--- config.mk ---
export PLATFORM = sky130hd
export DESIGN_NAME = unix_seconds_to_calendar_date
export DESIGN_NICKNAME = d
export VERILOG_FILES = /design/src/design/ucd_pkg.sv /design/src/design/unix_seconds_to_calendar_date.sv /design/src/design/ucd_pipe_ctl.sv
export SDC_FILE = /design/constraint.sdc
export NUM_CORES = 2
export LEC_CHECK = 0
export BUFFER_PORTS_ARGS = -buffer_cell sky130_fd_sc_hd__clkbuf_2
export CORE_UTILIZATION = 40
export CTS_BUF_LIST = sky130_fd_sc_hd__clkbuf_8 sky130_fd_sc_hd__clkbuf_16
export DETAILED_ROUTE_END_ITERATION = 10
export PLACE_DENSITY = 0.51
export SLEW_MARGIN = 10
export SYNTH_ARGS = -nofsm -noshare
export SYNTH_HDL_FRONTEND = slang
export SYNTH_SLANG_ARGS = --single-unit
--- constraint.sdc ---
create_clock -name clk -period 10.9 [get_ports clk]
set_clock_uncertainty 0.15 [all_clocks]
set_input_delay 0.545 -clock clk [delete_from_list [all_inputs] [get_ports clk]]
set_output_delay 0.545 -clock clk [all_outputs]
set_load 0.01 [all_outputs]
--- src/design/ucd_pkg.sv ---
`default_nettype none

package ucd_pkg;

    localparam int unsigned PIPE_DEPTH = 9;

    typedef struct packed {
        logic [PIPE_DEPTH-1:0] load;
        logic [PIPE_DEPTH-1:0] valid;
    } pipe_ctl_t;

    // Each quotient below is floor(v * RECIP / 2**SHIFT), with RECIP rounded up.
    // SHIFT is the operand width plus the divisor's bit length, which makes it exact.
    localparam logic [16:0] SECS_PER_DAY = 17'd86400;
    localparam logic [9:0]  DAY_DIV      = 10'(SECS_PER_DAY >> 7);
    localparam int unsigned DAY_SHIFT    = 39;
    localparam logic [29:0] DAY_RECIP    =
        30'(((64'd1 << DAY_SHIFT) + 64'(DAY_DIV) - 64'd1) / 64'(DAY_DIV));

    // Days from 1600-03-01 to 1970-01-01.
    localparam logic [19:0] EPOCH_OFFSET = 20'd135080;
    localparam logic [19:0] EPOCH_WEEKDAY = 20'd3;

    localparam logic [17:0] ERA_DAYS  = 18'd146097;
    localparam int unsigned ERA_SHIFT = 38;
    localparam logic [20:0] ERA_RECIP =
        21'(((64'd1 << ERA_SHIFT) + 64'(ERA_DAYS) - 64'd1) / 64'(ERA_DAYS));

    localparam logic [11:0] SECS_PER_HOUR = 12'd3600;
    localparam int unsigned HOUR_SHIFT    = 29;
    localparam logic [17:0] HOUR_RECIP    =
        18'(((64'd1 << HOUR_SHIFT) + 64'(SECS_PER_HOUR) - 64'd1) / 64'(SECS_PER_HOUR));

    localparam logic [2:0]  WEEK_DAYS  = 3'd7;
    localparam int unsigned WEEK_SHIFT = 23;
    localparam logic [20:0] WEEK_RECIP =
        21'(((64'd1 << WEEK_SHIFT) + 64'(WEEK_DAYS) - 64'd1) / 64'(WEEK_DAYS));

    localparam logic [10:0] QUAD_DAYS  = 11'd1460;
    localparam int unsigned QUAD_SHIFT = 29;
    localparam logic [18:0] QUAD_RECIP =
        19'(((64'd1 << QUAD_SHIFT) + 64'(QUAD_DAYS) - 64'd1) / 64'(QUAD_DAYS));

    localparam logic [17:0] CENT_DAYS = 18'd36524;
    localparam logic [17:0] ERA_LAST  = 18'd146096;

    localparam logic [8:0]  YEAR_DAYS  = 9'd365;
    localparam int unsigned YEAR_SHIFT = 27;
    localparam logic [18:0] YEAR_RECIP =
        19'(((64'd1 << YEAR_SHIFT) + 64'(YEAR_DAYS) - 64'd1) / 64'(YEAR_DAYS));

    localparam logic [5:0]  SECS_PER_MIN = 6'd60;
    localparam int unsigned MIN_SHIFT    = 18;
    localparam logic [12:0] MIN_RECIP    =
        13'(((64'd1 << MIN_SHIFT) + 64'(SECS_PER_MIN) - 64'd1) / 64'(SECS_PER_MIN));

    localparam logic [7:0]  MP_DIV   = 8'd153;
    localparam int unsigned MP_SHIFT = 19;
    localparam logic [11:0] MP_RECIP =
        12'(((64'd1 << MP_SHIFT) + 64'(MP_DIV) - 64'd1) / 64'(MP_DIV));

    localparam logic [8:0]  CENT_YEARS = 9'd100;
    localparam logic [12:0] BASE_YEAR  = 13'd1600;
    localparam logic [12:0] ERA_YEARS  = 13'd400;

    // Months counted from March: 0 is March, 10 is January, 11 is February.
    localparam logic [3:0] MP_JANUARY = 4'd10;
    localparam logic [3:0] MP_TO_JAN  = 4'd2;

    // First day of each March-based month within the March-based year.
    function automatic logic [8:0] month_start(input logic [3:0] mp);
        logic [8:0] d;
        unique case (mp)
            4'd0:    d = 9'd0;
            4'd1:    d = 9'd31;
            4'd2:    d = 9'd61;
            4'd3:    d = 9'd92;
            4'd4:    d = 9'd122;
            4'd5:    d = 9'd153;
            4'd6:    d = 9'd184;
            4'd7:    d = 9'd214;
            4'd8:    d = 9'd245;
            4'd9:    d = 9'd275;
            4'd10:   d = 9'd306;
            4'd11:   d = 9'd337;
            default: d = 9'd0;
        endcase
        return d;
    endfunction

endpackage

`default_nettype wire

--- src/design/unix_seconds_to_calendar_date.sv ---
`default_nettype none

// Converts a count of seconds since 1970-01-01 00:00:00 UTC into the proleptic
// Gregorian date (year, zero-based month and day), the time of day and the weekday
// with Monday as 0. Every 36-bit input is valid; the top of the range falls in
// year 4147. The block is a nine-stage pipeline of constant divisions done as
// reciprocal multiplications, and one item can be accepted every cycle while
// the output is not stalled. A stall at the output holds the pipeline stage by
// stage, and empty stages keep accepting items. There are no registers to
// configure and no state between items.
module unix_seconds_to_calendar_date (
    input  wire logic        clk,
    input  wire logic        rst_n,
    input  wire logic        epoch_valid,
    output logic             epoch_ready,
    input  wire logic [35:0] epoch_seconds,
    output logic             date_valid,
    input  wire logic        date_ready,
    output logic [12:0]      year,
    output logic [3:0]       month_index,
    output logic [4:0]       day_index,
    output logic [4:0]       hour,
    output logic [5:0]       minute,
    output logic [5:0]       second,
    output logic [2:0]       weekday
);

    ucd_pkg::pipe_ctl_t pipe;

    ucd_pipe_ctl u_ctl (
        .clk       (clk),
        .rst_n     (rst_n),
        .in_valid  (epoch_valid),
        .in_ready  (epoch_ready),
        .out_valid (date_valid),
        .out_ready (date_ready),
        .ctl       (pipe)
    );

    // Stage 1: day number.
    logic [58:0] s1_prod;
    logic [35:0] s1_secs_reg;
    logic [19:0] s1_days_reg, s1_days_next;

    // Stage 2: time of day and day offsets.
    logic [29:0] s2_qmul;
    logic [28:0] s2_rem;
    logic [16:0] s2_tod_reg, s2_tod_next;
    logic [19:0] s2_z_reg, s2_z_next;
    logic [19:0] s2_wv_reg, s2_wv_next;

    // Stage 3: era, hour and week quotients.
    logic [40:0] s3_era_prod;
    logic [34:0] s3_hour_prod;
    logic [40:0] s3_wk_prod;
    logic [2:0]  s3_era_reg, s3_era_next;
    logic [19:0] s3_z_reg;
    logic [4:0]  s3_hour_reg, s3_hour_next;
    logic [16:0] s3_tod_reg;
    logic [16:0] s3_wkq_reg, s3_wkq_next;
    logic [19:0] s3_wv_reg;

    // Stage 4: day of era, seconds within the hour, weekday.
    logic [20:0] s4_era_mul;
    logic [19:0] s4_doe_diff;
    logic [16:0] s4_hour_mul;
    logic [16:0] s4_tod_diff;
    logic [19:0] s4_wk_mul;
    logic [19:0] s4_wk_diff;
    logic [2:0]  s4_era_reg;
    logic [17:0] s4_doe_reg, s4_doe_next;
    logic [4:0]  s4_hour_reg;
    logic [11:0] s4_tmin_reg, s4_tmin_next;
    logic [2:0]  s4_wday_reg, s4_wday_next;

    // Stage 5: leap-corrected day of era, minute.
    logic [36:0] s5_quad_prod;
    logic [6:0]  s5_quads;
    logic [2:0]  s5_cents;
    logic [24:0] s5_min_prod;
    logic [17:0] s5_t_reg, s5_t_next;
    logic [17:0] s5_doe_reg;
    logic [2:0]  s5_era_reg;
    logic [4:0]  s5_hour_reg;
    logic [11:0] s5_tmin_reg;
    logic [5:0]  s5_minute_reg, s5_minute_next;
    logic [2:0]  s5_wday_reg;

    // Stage 6: year of era, second.
    logic [36:0] s6_year_prod;
    logic [11:0] s6_min_mul;
    logic [11:0] s6_sec_diff;
    logic [8:0]  s6_yoe_reg, s6_yoe_next;
    logic [17:0] s6_doe_reg;
    logic [2:0]  s6_era_reg;
    logic [4:0]  s6_hour_reg;
    logic [5:0]  s6_minute_reg;
    logic [5:0]  s6_second_reg, s6_second_next;
    logic [2:0]  s6_wday_reg;

    // Stage 7: day of year.
    logic [17:0] s7_year_mul;
    logic [1:0]  s7_cents;
    logic [17:0] s7_year_start;
    logic [17:0] s7_doy_diff;
    logic [8:0]  s7_doy_reg, s7_doy_next;
    logic [8:0]  s7_yoe_reg;
    logic [2:0]  s7_era_reg;
    logic [4:0]  s7_hour_reg;
    logic [5:0]  s7_minute_reg;
    logic [5:0]  s7_second_reg;
    logic [2:0]  s7_wday_reg;

    // Stage 8: March-based month and base year.
    logic [10:0] s8_mp_arg;
    logic [22:0] s8_mp_prod;
    logic [3:0]  s8_mp_reg, s8_mp_next;
    logic [8:0]  s8_doy_reg;
    logic [12:0] s8_ybase_reg, s8_ybase_next;
    logic [4:0]  s8_hour_reg;
    logic [5:0]  s8_minute_reg;
    logic [5:0]  s8_second_reg;
    logic [2:0]  s8_wday_reg;

    // Stage 9: result.
    logic [8:0]  s9_day_diff;
    logic [12:0] year_reg, year_next;
    logic [3:0]  month_reg, month_next;
    logic [4:0]  day_reg, day_next;
    logic [4:0]  hour_reg;
    logic [5:0]  minute_reg;
    logic [5:0]  second_reg;
    logic [2:0]  weekday_reg;

    always_comb
    begin
        s1_prod      = 59'(epoch_seconds[35:7]) * 59'(ucd_pkg::DAY_RECIP);
        s1_days_next = s1_prod[ucd_pkg::DAY_SHIFT +: 20];

        s2_qmul     = 30'(s1_days_reg) * 30'(ucd_pkg::DAY_DIV);
        s2_rem      = s1_secs_reg[35:7] - s2_qmul[28:0];
        s2_tod_next = {s2_rem[9:0], s1_secs_reg[6:0]};
        s2_z_next   = s1_days_reg + ucd_pkg::EPOCH_OFFSET;
        s2_wv_next  = s1_days_reg + ucd_pkg::EPOCH_WEEKDAY;

        s3_era_prod  = 41'(s2_z_reg) * 41'(ucd_pkg::ERA_RECIP);
        s3_era_next  = s3_era_prod[ucd_pkg::ERA_SHIFT +: 3];
        s3_hour_prod = 35'(s2_tod_reg) * 35'(ucd_pkg::HOUR_RECIP);
        s3_hour_next = s3_hour_prod[ucd_pkg::HOUR_SHIFT +: 5];
        s3_wk_prod   = 41'(s2_wv_reg) * 41'(ucd_pkg::WEEK_RECIP);
        s3_wkq_next  = s3_wk_prod[ucd_pkg::WEEK_SHIFT +: 17];

        s4_era_mul   = 21'(s3_era_reg) * 21'(ucd_pkg::ERA_DAYS);
        s4_doe_diff  = s3_z_reg - s4_era_mul[19:0];
        s4_doe_next  = s4_doe_diff[17:0];
        s4_hour_mul  = 17'(s3_hour_reg) * 17'(ucd_pkg::SECS_PER_HOUR);
        s4_tod_diff  = s3_tod_reg - s4_hour_mul;
        s4_tmin_next = s4_tod_diff[11:0];
        s4_wk_mul    = 20'(s3_wkq_reg) * 20'(ucd_pkg::WEEK_DAYS);
        s4_wk_diff   = s3_wv_reg - s4_wk_mul;
        s4_wday_next = s4_wk_diff[2:0];

        s5_quad_prod = 37'(s4_doe_reg) * 37'(ucd_pkg::QUAD_RECIP);
        s5_quads     = s5_quad_prod[ucd_pkg::QUAD_SHIFT +: 7];
        s5_cents     = 3'(s4_doe_reg >= ucd_pkg::CENT_DAYS)
                     + 3'(s4_doe_reg >= 18'(2 * ucd_pkg::CENT_DAYS))
                     + 3'(s4_doe_reg >= 18'(3 * ucd_pkg::CENT_DAYS))
                     + 3'(s4_doe_reg >= 18'(4 * ucd_pkg::CENT_DAYS));
        s5_t_next    = s4_doe_reg - 18'(s5_quads) + 18'(s5_cents)
                     - 18'(s4_doe_reg >= ucd_pkg::ERA_LAST);
        s5_min_prod    = 25'(s4_tmin_reg) * 25'(ucd_pkg::MIN_RECIP);
        s5_minute_next = s5_min_prod[ucd_pkg::MIN_SHIFT +: 6];

        s6_year_prod   = 37'(s5_t_reg) * 37'(ucd_pkg::YEAR_RECIP);
        s6_yoe_next    = s6_year_prod[ucd_pkg::YEAR_SHIFT +: 9];
        s6_min_mul     = 12'(s5_minute_reg) * 12'(ucd_pkg::SECS_PER_MIN);
        s6_sec_diff    = s5_tmin_reg - s6_min_mul;
        s6_second_next = s6_sec_diff[5:0];

        s7_year_mul   = 18'(s6_yoe_reg) * 18'(ucd_pkg::YEAR_DAYS);
        s7_cents      = 2'(s6_yoe_reg >= ucd_pkg::CENT_YEARS)
                      + 2'(s6_yoe_reg >= 9'(2 * ucd_pkg::CENT_YEARS))
                      + 2'(s6_yoe_reg >= 9'(3 * ucd_pkg::CENT_YEARS));
        s7_year_start = s7_year_mul + 18'(s6_yoe_reg[8:2]) - 18'(s7_cents);
        s7_doy_diff   = s6_doe_reg - s7_year_start;
        s7_doy_next   = s7_doy_diff[8:0];

        s8_mp_arg     = 11'(s7_doy_reg) * 11'd5 + 11'd2;
        s8_mp_prod    = 23'(s8_mp_arg) * 23'(ucd_pkg::MP_RECIP);
        s8_mp_next    = s8_mp_prod[ucd_pkg::MP_SHIFT +: 4];
        s8_ybase_next = ucd_pkg::BASE_YEAR + 13'(s7_era_reg) * ucd_pkg::ERA_YEARS
                      + 13'(s7_yoe_reg);

        s9_day_diff = s8_doy_reg - ucd_pkg::month_start(s8_mp_reg);
        day_next    = s9_day_diff[4:0];
        if (s8_mp_reg >= ucd_pkg::MP_JANUARY)
        begin
            month_next = s8_mp_reg - ucd_pkg::MP_JANUARY;
            year_next  = s8_ybase_reg + 13'd1;
        end
        else
        begin
            month_next = s8_mp_reg + ucd_pkg::MP_TO_JAN;
            year_next  = s8_ybase_reg;
        end
    end

    always_ff @(posedge clk)
    begin
        if (pipe.load[0])
        begin
            s1_secs_reg <= epoch_seconds;
            s1_days_reg <= s1_days_next;
        end
        if (pipe.load[1])
        begin
            s2_tod_reg <= s2_tod_next;
            s2_z_reg   <= s2_z_next;
            s2_wv_reg  <= s2_wv_next;
        end
        if (pipe.load[2])
        begin
            s3_era_reg  <= s3_era_next;
            s3_z_reg    <= s2_z_reg;
            s3_hour_reg <= s3_hour_next;
            s3_tod_reg  <= s2_tod_reg;
            s3_wkq_reg  <= s3_wkq_next;
            s3_wv_reg   <= s2_wv_reg;
        end
        if (pipe.load[3])
        begin
            s4_era_reg  <= s3_era_reg;
            s4_doe_reg  <= s4_doe_next;
            s4_hour_reg <= s3_hour_reg;
            s4_tmin_reg <= s4_tmin_next;
            s4_wday_reg <= s4_wday_next;
        end
        if (pipe.load[4])
        begin
            s5_t_reg      <= s5_t_next;
            s5_doe_reg    <= s4_doe_reg;
            s5_era_reg    <= s4_era_reg;
            s5_hour_reg   <= s4_hour_reg;
            s5_tmin_reg   <= s4_tmin_reg;
            s5_minute_reg <= s5_minute_next;
            s5_wday_reg   <= s4_wday_reg;
        end
        if (pipe.load[5])
        begin
            s6_yoe_reg    <= s6_yoe_next;
            s6_doe_reg    <= s5_doe_reg;
            s6_era_reg    <= s5_era_reg;
            s6_hour_reg   <= s5_hour_reg;
            s6_minute_reg <= s5_minute_reg;
            s6_second_reg <= s6_second_next;
            s6_wday_reg   <= s5_wday_reg;
        end
        if (pipe.load[6])
        begin
            s7_doy_reg    <= s7_doy_next;
            s7_yoe_reg    <= s6_yoe_reg;
            s7_era_reg    <= s6_era_reg;
            s7_hour_reg   <= s6_hour_reg;
            s7_minute_reg <= s6_minute_reg;
            s7_second_reg <= s6_second_reg;
            s7_wday_reg   <= s6_wday_reg;
        end
        if (pipe.load[7])
        begin
            s8_mp_reg     <= s8_mp_next;
            s8_doy_reg    <= s7_doy_reg;
            s8_ybase_reg  <= s8_ybase_next;
            s8_hour_reg   <= s7_hour_reg;
            s8_minute_reg <= s7_minute_reg;
            s8_second_reg <= s7_second_reg;
            s8_wday_reg   <= s7_wday_reg;
        end
        if (pipe.load[8])
        begin
            year_reg    <= year_next;
            month_reg   <= month_next;
            day_reg     <= day_next;
            hour_reg    <= s8_hour_reg;
            minute_reg  <= s8_minute_reg;
            second_reg  <= s8_second_reg;
            weekday_reg <= s8_wday_reg;
        end
    end

    assign year        = year_reg;
    assign month_index = month_reg;
    assign day_index   = day_reg;
    assign hour        = hour_reg;
    assign minute      = minute_reg;
    assign second      = second_reg;
    assign weekday     = weekday_reg;

`ifndef SYNTH
    a_result_range: assert property (@(posedge clk) disable iff (!rst_n)
        date_valid |-> (year >= 13'd1970 && month_index <= 4'd11 && day_index <= 5'd30
                        && hour <= 5'd23 && minute <= 6'd59 && second <= 6'd59
                        && weekday <= 3'd6))
        else $error("result item field out of range");
`endif

endmodule

`default_nettype wire

--- src/design/ucd_pipe_ctl.sv ---
`default_nettype none

module ucd_pipe_ctl (
    input  wire logic             clk,
    input  wire logic             rst_n,
    input  wire logic             in_valid,
    output logic                  in_ready,
    output logic                  out_valid,
    input  wire logic             out_ready,
    output ucd_pkg::pipe_ctl_t    ctl
);

    localparam int unsigned LAST = ucd_pkg::PIPE_DEPTH - 1;

    logic [ucd_pkg::PIPE_DEPTH-1:0] valid_reg;
    logic [ucd_pkg::PIPE_DEPTH-1:0] valid_next;
    logic [ucd_pkg::PIPE_DEPTH-1:0] load;

    // A stage takes a new item when it is empty or its item moves on.
    always_comb
    begin
        load[LAST] = !valid_reg[LAST] || out_ready;
        for (int i = LAST - 1; i >= 0; i--)
        begin
            load[i] = !valid_reg[i] || load[i+1];
        end
    end

    always_comb
    begin
        valid_next[0] = load[0] ? in_valid : valid_reg[0];
        for (int i = 1; i <= LAST; i++)
        begin
            valid_next[i] = load[i] ? valid_reg[i-1] : valid_reg[i];
        end
    end

    always_ff @(posedge clk or negedge rst_n)
    begin
        if (!rst_n)
        begin
            valid_reg <= '0;
        end
        else
        begin
            valid_reg <= valid_next;
        end
    end

    assign in_ready  = load[0];
    assign out_valid = valid_reg[LAST];
    assign ctl.load  = load;
    assign ctl.valid = valid_reg;

`ifndef SYNTH
    a_item_count: assert property (@(posedge clk) disable iff (!rst_n)
        $past(rst_n) |->
            $countones(valid_reg) + int'($past(out_valid && out_ready))
            == $past($countones(valid_reg)) + int'($past(in_valid && in_ready)))
        else $error("item count in pipeline does not match accepted items");

    a_empty_ready: assert property (@(posedge clk) disable iff (!rst_n)
        valid_reg == '0 |-> in_ready)
        else $error("empty pipeline refuses an item");

    a_full_stall: assert property (@(posedge clk) disable iff (!rst_n)
        (&valid_reg) && !out_ready |-> !in_ready)
        else $error("full stalled pipeline takes an item");
`endif

endmodule

`default_nettype wire

==> metrics.md <==
| Metric | Value |
|---|---|
| Hold Path Class | `input pin to flop` |
| Buffers on Ports | `83` |
| Synth unique cells | `77` |
| Critical path data required time | `11.11 ns` |
| Largest fanout on the critical path | `11` |
| Nets@finish | `7275` |
| Vias in the first global route | `35.77k` |
| Post-synthesis compound-gate area fraction | `4.841%` |
| Skew-Pair Late Insertion Delay | `0.61 ns` |
| Core ar. | `141200 um^2` |
| Worst Setup End Kind | `flop` |
| Tightest Pin Transition | `1.091 ns` |
| Rows | `138` |
| Fin. max-slew vios | `0` |
| Depth of the CTS H-tree | `2` |
| Clk buf depth | `3` |
| Seq/Total Area, Yosys | `21.42%` |
| Final Setup Violations | `0` |
| DP HPWL | `97070 um` |
| WP data arrival | `10.09 ns` |
| Pre-antenna DRT Iters | `5` |
| Post-synth top area cell | `ha_1` |
| Synth Register Bits | `409` |
| WL final | `116300 um` |
| Fillers | `13.53k` |
| Adder-cell area share of the yosys netlist | `58.50%` |
| Fmax | `101.2 MHz` |
| Grt total ovfl | `0` |
| Final Hold Fails | `0` |
| Mapped Avg Cell Area | `11.65 um^2` |
| Mux contribution to synthesized area | `0.1254%` |
| Synthesis warning total | `0` |
| Critical path startpoint category | `flop` |
| Crit path buffers/inverters | `8` |
| Leading cell types by total area after synthesis | `ha_1, fa_1, edfxtp_1` |
| 1st-iter DRT viols | `1021` |
| Largest net degree at the start of global routing | `56` |
| Vias/cell | `4.729` |
| Slew headroom | `27.04%` |
| GPL Wtd Cong | `0.8412` |
| CTS tree | `built` |
| Top cell by count, worst path | `fa_1` |
| Tot GR Track Use | `17.04%` |
| Die height | `379.1 um` |
| Ys flop type | `edfxtp_1` |
| Die ar. | `143700 um^2` |
| Largest family of logic cells by synthesized area | `adder cells` |
| Post-Synth Simple-Gate Area | `3.213%` |
| Max-Cap Viols | `0` |
| Status | `complete, no violations` |
| Synth Cell Area | `56890 um^2` |
| Crit share post-route | `90.64%` |
| Root Driver | `clkbuf_16` |
| Post-synthesis xor/xnor area fraction | `3.557%` |
| # DRC | `0` |
| Asr flop ratio synth | `2.200%` |
| RSZ-0062 raised after global routing | `false` |
| Post-synth EDFFs | `395` |
| Share of post-route cells with drive strength above 1 | `4.333%` |
| CP peak stage delay | `0.66 ns` |
| Initial antenna violation count | `0` |
| Clock-pin slew on the worst setup and hold paths | `0.06 ns` |
| WS Path Type | `flop to flop` |
| First-pass GRT wire length | `191700 um` |
| Post-route ant nets | `0` |
| Synthesized Nets | `7119` |
| CTS buffer count | `49` |
| TNS Setup | `0 ns` |
| Initial Util | `40.28%` |
| CP top delay family | `adder cells` |
| Width of the die | `379.1 um` |
| Yosys top cell area share | `31.36%` |
| Clock Sinks | `409` |
| Synth Instances | `4882` |
| Vias | `32.95k` |
| Antenna diodes | `0` |
| Crit path max-delay cell type | `a2111oi_0` |
| # Post-CTS Setup Buffers | `0` |
| Min setup slack post-route | `1.020 ns` |
| I/O pins | `84` |
| Placement Setup Slack | `1.050 ns` |
| Min cycle time layout | `9.880 ns` |
| Wire per inst | `16.70 um` |
| Syn-to-layout area delta | `8.116%` |
metrics by stage:
stage          cell area, um^2  std cells  util, %  hold slack, ns
6_report                 61500       6967    43.54          0.1395
5_1_grt                  61500       6967    43.54          0.1223
4_1_cts                  61500       6967    43.54          0.1295
3_5_place_dp             59820       6869    42.35          0.2545
3_3_place_gp             59820       6869    42.35          0.2509
2_1_floorplan            56890       4882        -         0.09941
cell type report:
type	instances	area, um^2	area share (%)
timing repair buffer	111	645.6	1.050
multi-input combinational	3209	39980	65.00
sequential	409	12190	19.81
clock buffer	51	1265	2.057
inverter	1258	4722	7.678
tap	1890	2365	3.845
clock inverter	39	340.3	0.5534
repair_timing:
item / in CTS / in global routing
resized for setup: 0 / 0
hold buffers: 8 / 0
endpoints found under the hold margin: 16 / 0
synthesized netlist by cell type, types with 7 or more instances:
master    count
ha_1       1426
inv_1      1256
fa_1        771
edfxtp_1    395
xnor2_1     172
a21oi_1     118
nand2_1      94
nor2_1       79
a21o_1       65
xor2_1       59
o21ai_0      58
nand3_1      40
nand4_1      25
nor3_1       25
o21a_1       23
nor2b_1      22
nand2b_1     21
o211ai_1     17
a31oi_1      16
a211oi_1     15
o21bai_1     15
and3_1       12
or2_2        11
and4_1        9
dfrtp_1       9
and2_1        8
a211o_1       7
a21boi_0      7
o31ai_1       7
cell families after synthesis:
| group | count (synthesis) |
|---|---|
| AOI/OAI and AO/OA | 408 |
| xor gates and xnor gates | 231 |
| adders and majority gates | 2197 |
| buffers and inverters | 1264 |
| DFF | 409 |
| muxes | 7 |
| and+or+nand+nor | 366 |
per-layer routing:
layer / global-route usage (%) / vias to the layer above / part of all wire [%] / wire length, um
met5: 0 / - / 0 / 0
met4: 3.439 / 0 / 1.8 / 2110
met3: 1.518 / 107 / 2.1 / 2460
met2: 30.22 / 288 / 50 / 57810
met1: 22.53 / 16280 / 46 / 53940
li1: - / 16270 / - / -
cell usage in the layout, fill, tap and decap left out, drive strengths merged, types with 8 or more instances in the layout:
master and instances:
a211oi 17, a21o 65, a21oi 121, a31oi 17, and2 8, and3 12
and4 9, buf 20, clkbuf 134, clkinv 23, dfrtp 9, dlygate4sd3 8
edfxtp 395, fa 771, ha 1426, inv 1268, nand2 94, nand2b 21
nand3 40, nand4 25, nor2 79, nor2b 22, nor3 25, o211ai 18
o21a 23, o21ai 62, o21bai 15, or2 11, xnor2 172, xor2 59
path summary, 6_finish.rpt:
path                                           from  cells after the start                             end  slack (ns)
min in group asynchronous                     rst_n                      2  u_ctl.valid_reg[8]$_DFFE_PN0P_        0.21
setup / recovery           s4_doe_reg[13]$_DFFE_PP_                     34          s5_t_reg[16]$_DFFE_PP_        1.02
max in group asynchronous                     rst_n                      2  u_ctl.valid_reg[4]$_DFFE_PN0P_       10.12
hold / removal                          epoch_valid                      2  u_ctl.valid_reg[0]$_DFFE_PN0P_        0.14
hold reg to reg            s6_hour_reg[4]$_DFFE_PP_                      0        s7_hour_reg[4]$_DFFE_PP_        0.25
setup reg to reg           s4_doe_reg[13]$_DFFE_PP_                     34          s5_t_reg[16]$_DFFE_PP_        1.02
Power is left out: the tool's default activity adds up to more than one toggle a clock period on the data nets, which glitch-free logic cannot reach.
